File: src/hdl/soh_length_xor_frame_parser_core_macros.svh
// Assertion macros shared by the SOH length XOR frame parser RTL.
// Each macro samples on clock and is disabled while reset is high.
`ifndef SOH_LENGTH_XOR_FRAME_PARSER_CORE_MACROS_SVH
`define SOH_LENGTH_XOR_FRAME_PARSER_CORE_MACROS_SVH

// The consequent must hold in the same cycle as the antecedent.
`define SLXFP_ASSERT_NOW(lbl, ante, cons, msg) \
   lbl: assert property (@(posedge clock) disable iff (reset) (ante) |-> (cons)) \
      else $error(msg);

// The consequent must hold in the cycle after the antecedent.
`define SLXFP_ASSERT_NEXT(lbl, ante, cons, msg) \
   lbl: assert property (@(posedge clock) disable iff (reset) (ante) |=> (cons)) \
      else $error(msg);

`endif

File: src/hdl/soh_lxfp_pkg.sv
// Types and constants of the SOH length XOR frame parser.
// Used by the step logic, the response skid buffer and the top level.
`timescale 1ns / 1ps

package soh_lxfp_pkg;

   localparam logic [7:0]  SOH_BYTE      = 8'h01;
   localparam logic [15:0] TIMEOUT_RESET = 16'd500;
   localparam logic [15:0] IDLE_MAX      = 16'hFFFF;

   localparam logic OP_BYTE = 1'b0;
   localparam logic OP_TICK = 1'b1;

   localparam logic [1:0] POS_HUNT = 2'd0;
   localparam logic [1:0] POS_SOH  = 2'd1;
   localparam logic [1:0] POS_TYPE = 2'd2;
   localparam logic [1:0] POS_DATA = 2'd3;

   localparam logic [1:0] STATUS_BUSY     = 2'd0;
   localparam logic [1:0] STATUS_GOOD     = 2'd1;
   localparam logic [1:0] STATUS_CHECKSUM = 2'd2;
   localparam logic [1:0] STATUS_TIMEOUT  = 2'd3;

   typedef struct packed {
      logic        in_frame;
      logic [1:0]  byte_position;
      logic [7:0]  bytes_remaining;
      logic [7:0]  running_xor;
      logic [15:0] idle_tick_count;
   } state_type;

   typedef struct packed {
      logic [7:0] frame_byte;
      logic       first_of_frame;
      logic       last_of_frame;
      logic [1:0] frame_status;
   } rsp_type;

endpackage

File: src/hdl/soh_lxfp_step.sv
// Next-state and result logic for one beat of the frame parser.
// Purely combinational; depends on soh_lxfp_pkg.
`timescale 1ns / 1ps

module soh_lxfp_step
   import soh_lxfp_pkg::*;
(
   input  state_type   state,
   input  logic        op,
   input  logic [7:0]  rx_byte,
   input  logic [15:0] timeout_ticks,
   output state_type   next_state,
   output logic        emit,
   output rsp_type     result
);

   logic expired;

   assign expired = state.idle_tick_count > timeout_ticks;

   always_comb begin
      next_state = state;
      emit = 1'b0;
      result.frame_byte = rx_byte;
      result.first_of_frame = 1'b0;
      result.last_of_frame = 1'b0;
      result.frame_status = STATUS_BUSY;

      if (op == OP_TICK) begin
         if (state.idle_tick_count != IDLE_MAX) begin
            next_state.idle_tick_count = state.idle_tick_count + 16'd1;
         end
      end else begin
         next_state.idle_tick_count = '0;
         priority if (!state.in_frame || (expired && rx_byte == SOH_BYTE)) begin
            if (rx_byte == SOH_BYTE) begin
               next_state.in_frame = 1'b1;
               next_state.byte_position = POS_SOH;
               next_state.bytes_remaining = '0;
               next_state.running_xor = '0;
               emit = 1'b1;
               result.first_of_frame = 1'b1;
            end
         end else if (expired) begin
            next_state.in_frame = 1'b0;
            next_state.byte_position = POS_HUNT;
            next_state.bytes_remaining = '0;
            next_state.running_xor = '0;
            emit = 1'b1;
            result.last_of_frame = 1'b1;
            result.frame_status = STATUS_TIMEOUT;
         end else if (state.byte_position == POS_HUNT || state.byte_position == POS_SOH) begin
            next_state.running_xor = state.running_xor ^ rx_byte;
            next_state.byte_position = POS_TYPE;
            emit = 1'b1;
         end else if (state.byte_position == POS_TYPE) begin
            next_state.running_xor = state.running_xor ^ rx_byte;
            next_state.bytes_remaining = rx_byte;
            next_state.byte_position = POS_DATA;
            emit = 1'b1;
         end else if (state.bytes_remaining <= 8'd1) begin
            next_state.in_frame = 1'b0;
            next_state.byte_position = POS_HUNT;
            next_state.bytes_remaining = '0;
            next_state.running_xor = '0;
            emit = 1'b1;
            result.last_of_frame = 1'b1;
            result.frame_status = (rx_byte == state.running_xor) ? STATUS_GOOD
                                                                 : STATUS_CHECKSUM;
         end else begin
            next_state.bytes_remaining = state.bytes_remaining - 8'd1;
            next_state.running_xor = state.running_xor ^ rx_byte;
            emit = 1'b1;
         end
      end
   end

endmodule

File: src/hdl/soh_lxfp_rsp_skid.sv
// Two-entry output register and skid stage for the parser's result beats.
// Depends on soh_lxfp_pkg for the result type.
`timescale 1ns / 1ps

module soh_lxfp_rsp_skid
   import soh_lxfp_pkg::*;
(
   input  logic    clock,
   input  logic    reset,
   input  logic    push_valid,
   input  rsp_type push_data,
   output logic    push_ready,
   output logic    rsp_valid,
   input  logic    rsp_ready,
   output rsp_type rsp_data
);

   logic    main_valid_ff, main_valid_in;
   logic    skid_valid_ff, skid_valid_in;
   rsp_type main_data_ff, main_data_in;
   rsp_type skid_data_ff, skid_data_in;
   logic    main_free;

   assign main_free  = !main_valid_ff || rsp_ready;
   assign push_ready = !skid_valid_ff;
   assign rsp_valid  = main_valid_ff;
   assign rsp_data   = main_data_ff;

   always_comb begin
      main_valid_in = main_valid_ff;
      main_data_in  = main_data_ff;
      skid_valid_in = skid_valid_ff;
      skid_data_in  = skid_data_ff;
      if (main_free) begin
         main_valid_in = skid_valid_ff || push_valid;
         main_data_in  = skid_valid_ff ? skid_data_ff : push_data;
         skid_valid_in = 1'b0;
      end else if (push_valid && !skid_valid_ff) begin
         skid_valid_in = 1'b1;
         skid_data_in  = push_data;
      end
   end

   always_ff @(posedge clock) begin
      if (reset) begin
         main_valid_ff <= 1'b0;
         skid_valid_ff <= 1'b0;
      end else begin
         main_valid_ff <= main_valid_in;
         skid_valid_ff <= skid_valid_in;
      end
   end

   always_ff @(posedge clock) begin
      main_data_ff <= main_data_in;
      skid_data_ff <= skid_data_in;
   end

endmodule

File: src/hdl/soh_length_xor_frame_parser_core.sv
// Top level of the SOH length XOR frame parser: state registers, timeout
// register and result path. Depends on soh_lxfp_pkg, soh_lxfp_step,
// soh_lxfp_rsp_skid and the assertion macro header.
//
// The req channel carries one beat per received byte (op 0) or per elapsed
// tick (op 1). Bytes outside a frame other than SOH and all ticks produce
// no rsp beat; every frame byte produces exactly one rsp beat, in order.
// The last rsp beat of a frame carries good, checksum error or timeout; an
// SOH after a timeout starts a new frame and the old one gets no last beat.
// Each req beat is handled in the cycle it is accepted, one per cycle while
// req_ready is high. The rsp side has an output register plus a skid
// stage, so req_ready stays high while one finished beat waits; it drops
// only when both are full and returns as soon as rsp_ready takes a beat.
// The csr channel writes the 16-bit timeout and is always ready; write it
// only while no beat is in flight.
// Synchronous reset clears the frame state, idle count and both result
// stages and loads a timeout of 500 ticks; no clearing pass is needed.
`timescale 1ns / 1ps
`include "soh_length_xor_frame_parser_core_macros.svh"

module soh_length_xor_frame_parser_core
   import soh_lxfp_pkg::*;
(
   input  logic        clock,
   input  logic        reset,
   input  logic        req_valid,
   output logic        req_ready,
   input  logic        req_op,
   input  logic [7:0]  req_rx_byte,
   output logic        rsp_valid,
   input  logic        rsp_ready,
   output logic [7:0]  rsp_frame_byte,
   output logic        rsp_first_of_frame,
   output logic        rsp_last_of_frame,
   output logic [1:0]  rsp_frame_status,
   input  logic        csr_valid,
   output logic        csr_ready,
   input  logic [15:0] csr_timeout_ticks
);

   state_type   state_ff, state_in, step_state;
   logic [15:0] timeout_ticks_ff, timeout_ticks_in;
   logic        req_fire;
   logic        step_emit;
   rsp_type     step_result;
   rsp_type     rsp_data;

   assign req_fire  = req_valid && req_ready;
   assign csr_ready = 1'b1;

   soh_lxfp_step u_step (
      .state         (state_ff),
      .op            (req_op),
      .rx_byte       (req_rx_byte),
      .timeout_ticks (timeout_ticks_ff),
      .next_state    (step_state),
      .emit          (step_emit),
      .result        (step_result)
   );

   assign state_in         = req_fire ? step_state : state_ff;
   assign timeout_ticks_in = (csr_valid && csr_ready) ? csr_timeout_ticks : timeout_ticks_ff;

   always_ff @(posedge clock) begin
      if (reset) begin
         state_ff         <= '0;
         timeout_ticks_ff <= TIMEOUT_RESET;
      end else begin
         state_ff         <= state_in;
         timeout_ticks_ff <= timeout_ticks_in;
      end
   end

   soh_lxfp_rsp_skid u_rsp_skid (
      .clock      (clock),
      .reset      (reset),
      .push_valid (req_fire && step_emit),
      .push_data  (step_result),
      .push_ready (req_ready),
      .rsp_valid  (rsp_valid),
      .rsp_ready  (rsp_ready),
      .rsp_data   (rsp_data)
   );

   assign rsp_frame_byte     = rsp_data.frame_byte;
   assign rsp_first_of_frame = rsp_data.first_of_frame;
   assign rsp_last_of_frame  = rsp_data.last_of_frame;
   assign rsp_frame_status   = rsp_data.frame_status;

   `SLXFP_ASSERT_NOW(a_stall_only_when_full, !req_ready, rsp_valid,
      "req_ready low while no result is waiting")
   `SLXFP_ASSERT_NOW(a_position_tracks_frame, 1'b1,
      state_ff.in_frame == (state_ff.byte_position != POS_HUNT),
      "byte position disagrees with frame state")
   `SLXFP_ASSERT_NEXT(a_byte_clears_idle, req_fire && req_op == OP_BYTE,
      state_ff.idle_tick_count == 16'd0, "received byte did not clear idle count")
   `SLXFP_ASSERT_NEXT(a_tick_counts, req_fire && req_op == OP_TICK,
      (state_ff.idle_tick_count == $past(state_ff.idle_tick_count) + 16'd1) ||
      (state_ff.idle_tick_count == IDLE_MAX), "tick did not advance idle count")

endmodule
File: config.mk
export PLATFORM = sky130hd
export DESIGN_NAME = soh_length_xor_frame_parser_core
export DESIGN_NICKNAME = d
export VERILOG_FILES = /design/src/hdl/soh_lxfp_pkg.sv /design/src/hdl/soh_lxfp_step.sv /design/src/hdl/soh_lxfp_rsp_skid.sv /design/src/hdl/soh_length_xor_frame_parser_core.sv
export VERILOG_INCLUDE_DIRS = /design/src /design/src/hdl
export SDC_FILE = /design/constraint.sdc
export NUM_CORES = 1
export LEC_CHECK = 0
export BUFFER_PORTS_ARGS = -buffer_cell sky130_fd_sc_hd__buf_2
export CAP_MARGIN = 20
export CORE_MARGIN = 2
export CORE_UTILIZATION = 25
export CTS_BUF_LIST = sky130_fd_sc_hd__clkbuf_4
export CTS_CLUSTER_SIZE = 30
export DETAILED_ROUTE_END_ITERATION = 8
export SLEW_MARGIN = 20
export SYNTH_ARGS = -nofsm -noshare
export SYNTH_HDL_FRONTEND = slang
export SYNTH_SLANG_ARGS = --single-unit
File: constraint.sdc
create_clock -name clock -period 2.95 [get_ports clock]
set_input_delay 0.4425 -clock clock [delete_from_list [all_inputs] [get_ports clock]]
set_output_delay 0.4425 -clock clock [all_outputs]
set_load 0.005 [all_outputs]
## Word-level counts from Yosys, hierarchy flattened

Index checks and enable logic that the tools add are counted.

- Flip-flop bits (word level): 77
- Bits in latches: 0
- Bits in writable memories: 0
- Bits in read-only memories: 0
- Output and inout port bits: 15
- Word-level logic and storage cells: 78
- Memories: 0

- Add/sub/neg operators: 2
- $mul: 0
- Div/mod/pow operators: 0
- $lt $le $gt $ge: 2
- Equal/unequal tests: 9
- Shift operators: 0
- Muxes and demuxes: 25
- Bitwise logic cells: 3
- Reductions and logical operators: 21

Operators with widths:

| kind | number |
|---|---|
| $mux W19 | 3 |
| $mux W16 | 3 |
| $mux W18 | 1 |
| $mux W3 | 6 |
| $add A16 B1 Y16 const B | 1 |
| $gt A16 B16 Y1 | 1 |
| $mux W8 | 2 |
| $ne A16 B16 Y1 const B | 1 |
| $mux W12 | 1 |
| $eq A8 B1 Y1 const B | 1 |
| $eq A8 B8 Y1 | 1 |
| $le A8 B1 Y1 const B | 1 |
| $reduce_and A4 Y1 | 2 |
| $sub A8 B1 Y8 const B | 1 |
| $xor A8 B8 Y8 | 1 |
| $mux W1 | 6 |
| $ne A3 B1 Y1 const B | 2 |
| $reduce_and A6 Y1 | 1 |
| $reduce_bool A5 Y1 | 1 |
| $logic_and A1 B1 Y1 | 4 |
| $logic_or A1 B1 Y1 | 4 |
| $mux W2 | 2 |
| $mux W4 | 1 |
| $reduce_and A2 Y1 | 2 |
| other kinds (10) | 13 |

## Logic depth before layout (Yosys ltp)

- Depth after elaboration: 9
- Gate-level depth with buffers: 10
- Mapped depth without buffers: 8

## Modules after synthesis

Synthesis repeated with hierarchy kept, for this count alone.

- Cell total of the unflattened synthesis: 523
- Area total of the unflattened synthesis: 4952.2 sq um

By module, submodules not included:

| module | times used | cells each | area an instance (sq um) |
|---|---|---|---|
| soh_length_xor_frame_parser_core | 1 | 215 | 2297.2 |
| soh_lxfp_step | 1 | 262 | 1670.4 |
| soh_lxfp_rsp_skid | 1 | 46 | 984.7 |

## Worst setup path after synthesis

Ideal clock, no wire load.

- Path kind: reg-to-reg
- Start: register timeout_ticks_ff[1]
- End: register u_rsp_skid.main_data_ff (netlist bit u_rsp_skid.rsp_data[2]), data pin
- Library setup time: 0.256 ns
- Data arrival time: 2.094 ns
- Required time: 2.694 ns
- Path slack: 0.599 ns
- Cell stages (with the launch flop): 10
- Buffers on the path: 1
- Path through: dfxtp_1 inv_1 ha_1 nor2b_1 o211ai_1 a2111o_1 a31oi_1 buf_2 mux2_2 a22o_1

- Cells in the longest elaborated chain, start to end: 6
- Elaborated cells on any way between the ends: 7
- Those cells by class: order compare: 1; mux: 4; reduce/logical: 2

Ends and longest elaborated chain:

| element | RTL line | RTL |
|---|---|---|
| start: declaration | soh_length_xor_frame_parser_core.sv:42 | `logic [15:0] timeout_ticks_ff, timeout_ticks_in;` |
| start signal: assignment | soh_length_xor_frame_parser_core.sv:70 | `timeout_ticks_ff <= timeout_ticks_in;` |
| $gt A16 B16 Y1 (*) | soh_lxfp_step.sv:19 | `assign expired = state.idle_tick_count > timeout_ticks;` |
| $logic_and A1 B1 Y1 | soh_lxfp_step.sv:35 | `priority if (!state.in_frame \|\| (expired && rx_byte == SOH_BYTE)) begin` |
| $logic_or A1 B1 Y1 | soh_lxfp_step.sv:35 |  |
| $mux W3 (*) | soh_lxfp_step.sv:35 |  |
| $mux W4 (*) | soh_lxfp_step.sv:29 | `if (op == OP_TICK) begin` |
| $mux W12 (*) | soh_lxfp_rsp_skid.sv:36 | `main_data_in = skid_valid_ff ? skid_data_ff : push_data;` |
| end signal: assignment | soh_lxfp_rsp_skid.sv:55 | `main_data_ff <= main_data_in;` |
| end: declaration | soh_lxfp_rsp_skid.sv:20 | `rsp_type main_data_ff, main_data_in;` |

Mark *: on every way between the ends. The rest lies on a longest branch, timed or not.
A chain may end at the register's enable or synchronous reset.

## Worst setup path after layout

- Start: register state_ff[5] (netlist bit)
- End: register state_ff[31] (netlist bit)

- Cells in the longest elaborated chain, start to end: 5
- Elaborated cells on any way between the ends: 8
- Those cells by class: order compare: 1; eq/ne: 2; mux: 2; reduce/logical: 3

Ends and longest elaborated chain:

| element | RTL line | RTL |
|---|---|---|
| start: declaration | soh_length_xor_frame_parser_core.sv:41 | `state_type state_ff, state_in, step_state;` |
| start signal: assignment | soh_length_xor_frame_parser_core.sv:69 | `state_ff <= state_in;` |
| $gt A16 B16 Y1 (*) | soh_lxfp_step.sv:19 |  |
| $logic_and A1 B1 Y1 | soh_lxfp_step.sv:35 |  |
| $logic_or A1 B1 Y1 | soh_lxfp_step.sv:35 |  |
| $ne A3 B1 Y1 (no line) / $ne A2 B2 Y1 (equally long branches) | - |  |
| $reduce_and A4 Y1 (no line) | - |  |

Marked as above.

==> flow_metrics.tcl <==
set metrics [dict create \
    report.final.slew_viol_count 0 \
    cp_cell_sequence "ha_1 > a21oi_1 > o21ai_0 > a2bb2oi_1 > a31oi_1 > buf_4 > nor3_1 > a22o_1" \
    synth_warnings 0 \
    yosysSeqAreaShare_pct 46.2 \
    cp_num_buf_inv 1 \
    die-area_um2 16400 \
    clk_path_buf_depth 2 \
    min_from "csr_timeout_ticks[2]" \
    fin_total_pwr_mw 1.81 \
    io_pins 45 \
    r2r_start "state_ff[5]" \
    hold_path_depth 3 \
    clkLatencyLatePin_ns 0.46 \
    numCtsBuffers 9 \
    finish.utilization_pct 29.1 \
    placed_area_um2 4300 \
    cp_max_fo 21 \
    slowest_stage "nor3_1" \
    drt_iter0_drc 219 \
    die_h_um 128 \
    final_nets 486 \
    synth_cell_types 51 \
    min_period_ns 2.69 \
    synth_area_leaders "dfxtp_1 28%, edfxtp_1 19%, ha_1 6.2%" \
    crit_required_ns 3.35 \
    vdd_drop_max_uv 181 \
    root_buffer "clkbuf_4" \
    viasPerCell 4.76 \
    startpoint_type "flip-flop" \
    hold_ws_ns 0.193 \
    hold_viol_final 0 \
    r2r-end "state_ff[31]" \
    ant_nets 0 \
    ff2ff_path_depth 8 \
    synth_seq_cells 77 \
    cts_setup_buffers 0 \
    drive_above_1_share_pct 18.6 \
    ctsHoldBuffers 0 \
    clkTransAtPathRegs_ns 0.14 \
    maxSlewHeadroom_pct 37.3 \
    grt-ovfl-total 0 \
    fin_area_um2 4410 \
    wire_per_inst_um 13.6 \
    fin_crit_sh_pct 91.1 \
    outcome "complete, no violations" \
    grt_usage_pct 11.0 \
    total_leakage_power_nw 1.77 \
    skew_ns 0.0190 \
    critical-path-max-stage-delay_ns 0.78 \
    syn_area_um2 3850 \
    synth_edf_count 24 \
    hold_path_class "input port to flip-flop" \
    intPower_mw 1.34 \
    cts-htree-levels 3 \
    initial_core_util_pct 25.4 \
    async_reset_ff_share_pct 0 \
    post-dp-hpwl_mm 6.35 \
    crit_path_end_kind "flip-flop" \
    rsz0062_at_grt "no" \
    yosys.area.top_type "dfxtp_1" \
    syn_area_per_cell_um2 9.90 \
    sequentialPowerShare_pct 61.8 \
    antenna_found_initial 0 \
    final_cells 630 \
    synthCells 389 \
    final-setup-viol-count 0 \
    grt_pass1_vias 2996 \
    core-area_um2 15100 \
    hold_path_end "timeout_ticks_ff[2]" \
    vias 2999 \
    cts_num_sinks 77 \
    crit_arrival_ns 3.08 \
    place_ws_ns 0.212 \
    synth_flop_cell "dfxtp_1" \
    powerDensity_nw_per_um2 410 \
    fmax_mhz 372 \
    dr.pass1.iters 4 \
    grt_start_max_net_pins 23 \
    grt_pass1_wl_mm 14.3 \
    rrSetupSlack_ns 0.26 \
    io_buffer_count 43 \
    placed_cells_incl_taps 613 \
    area_delta_synth_final_pct 14.6 \
    n_fill_cell 1595 \
    switching_share_pct 26.2 \
    postCtsResizedCells 0 \
    crit_family "compound AO/OA/AOI/OAI gates" \
    path_class "flip-flop to flip-flop" \
    fin_setup_tns_ns 0 \
    syn_nets 438 \
    wirelength_mm 8.56 \
    tightest_slew_ns 0.933 \
    pwr-share-comb_pct 7.8 \
    switching_power_mw 0.474 \
    gp_congestion 0.797 \
    p_clk_share_pct 30.4 \
    cts_tree "built" \
    synth_top_area_share_pct 27.5 \
    row_count 45 \
    cap_viol_max_count 0 \
    num_antenna_cells 0 \
    timing.final.ws_setup_ns 0.262 \
    drc 0 \
    die_w_um 128 \
]
==> worst min-delay path: stages <==
cell and delay, ns:
buf_2 0.08, nand2_1 0.04, o211ai_1 0.06
==> cells in the mapped netlist (2+ instances only) <==
cell type  count
dfxtp_1       53
nor2_1        36
nand2_1       27
edfxtp_1      24
inv_1         21
a21oi_1       20
ha_1          19
xor2_1        16
mux2i_1       12
nand2b_1      12
nand4_1       11
mux2_2         9
o21ai_0        9
o41ai_1        9
xnor2_1        9
a22o_1         8
clkbuf_1       8
nor3_1         8
o211ai_1       8
o2bb2ai_1      8
and3_1         6
nor4_1         6
o31ai_1        5
buf_2          4
nand3_1        4
nor2b_1        4
or3_1          3
a21boi_0       2
a31oi_1        2
and2_1         2
and4_1         2
buf_1          2
nor3b_1        2
==> flip-flops by register name, indices dropped and copies added, names as in the netlist <==
signal and flops:
timeout_ticks_ff 16, u_rsp_skid.skid_data_ff 12, u_rsp_skid.skid_valid_ff 1, u_rsp_skid.rsp_valid 1, u_rsp_skid.rsp_data 12, state_ff 35
==> layer usage <==
layer  part of all wire, %  up-vias  track usage, %
met5                     0        -               0
met4                   2.3        0            5.37
met3                   4.3       17            2.92
met2                    46       58            17.7
met1                    48     1407            13.6
li1                      -     1517               -
==> worst max path at each step <==
stage,startpoint,end,slack [ns],cells past startpoint
6_report,state_ff[5],state_ff[31],0.26,8
2_1_floorplan,timeout_ticks_ff[1],u_rsp_skid.rsp_data[2],0.60,9
5_1_grt,timeout_ticks_ff[15],state_ff[31],0.06,8
4_1_cts,state_ff[5],state_ff[26],0.14,8
3_3_place_gp,timeout_ticks_ff[1],state_ff[26],0.39,9
3_5_place_dp,state_ff[5],state_ff[26],0.21,8
==> final cells by class <==
cell class	count	area (um^2)	area share (%)
Inverter	21	78.8	1.79
Tap cell	188	235	5.33
Sequential cell	77	1780	40.4
Timing Repair Buffer	52	280	6.35
Clock inverter	7	40.0	0.907
Clock buffer	9	67.6	1.53
Multi-Input combinational cell	276	1930	43.7
==> layout by cell type (no fill, tap or decap), types with 8 or more instances in the layout <==
cell	Yosys	layout
a21oi_1	20	20
a22o_1	8	8
buf_2	4	43
buf_4	1	8
clkbuf_4	0	9
dfxtp_1	53	53
edfxtp_1	24	24
ha_1	19	19
inv_1	21	21
mux2_2	9	9
mux2i_1	12	12
nand2_1	27	27
nand2b_1	12	12
nand4_1	11	11
nor2_1	36	36
nor3_1	8	8
o211ai_1	8	8
o21ai_0	9	9
o2bb2ai_1	8	8
o41ai_1	9	9
xnor2_1	9	9
xor2_1	16	16
==> power groups by stage <==
stage          clock (mW)  combinational (mW)  sequential [mW]
6_report            0.551               0.140             1.12
5_1_grt             0.618               0.158             1.12
4_1_cts             0.580               0.142             1.12
3_5_place_dp            0               0.141             1.14
3_3_place_gp            0               0.137             1.14
2_1_floorplan           0              0.0820             1.14
==> cell families (layout without fill, tap and decap cells) <==
logic type / Yosys count / after routing / synth area share, %
compound gates: 79 / 79 / 14.5
xor+xnor: 25 / 25 / 5.68
fa+ha+maj: 19 / 19 / 6.17
buf+inv: 36 / 89 / 3.74
flops: 77 / 77 / 46.2
mux: 21 / 21 / 5.75
other cells: 1 / 1 / 0.0973
simple gates: 131 / 131 / 17.8
Power figures use the tool's default switching activity.
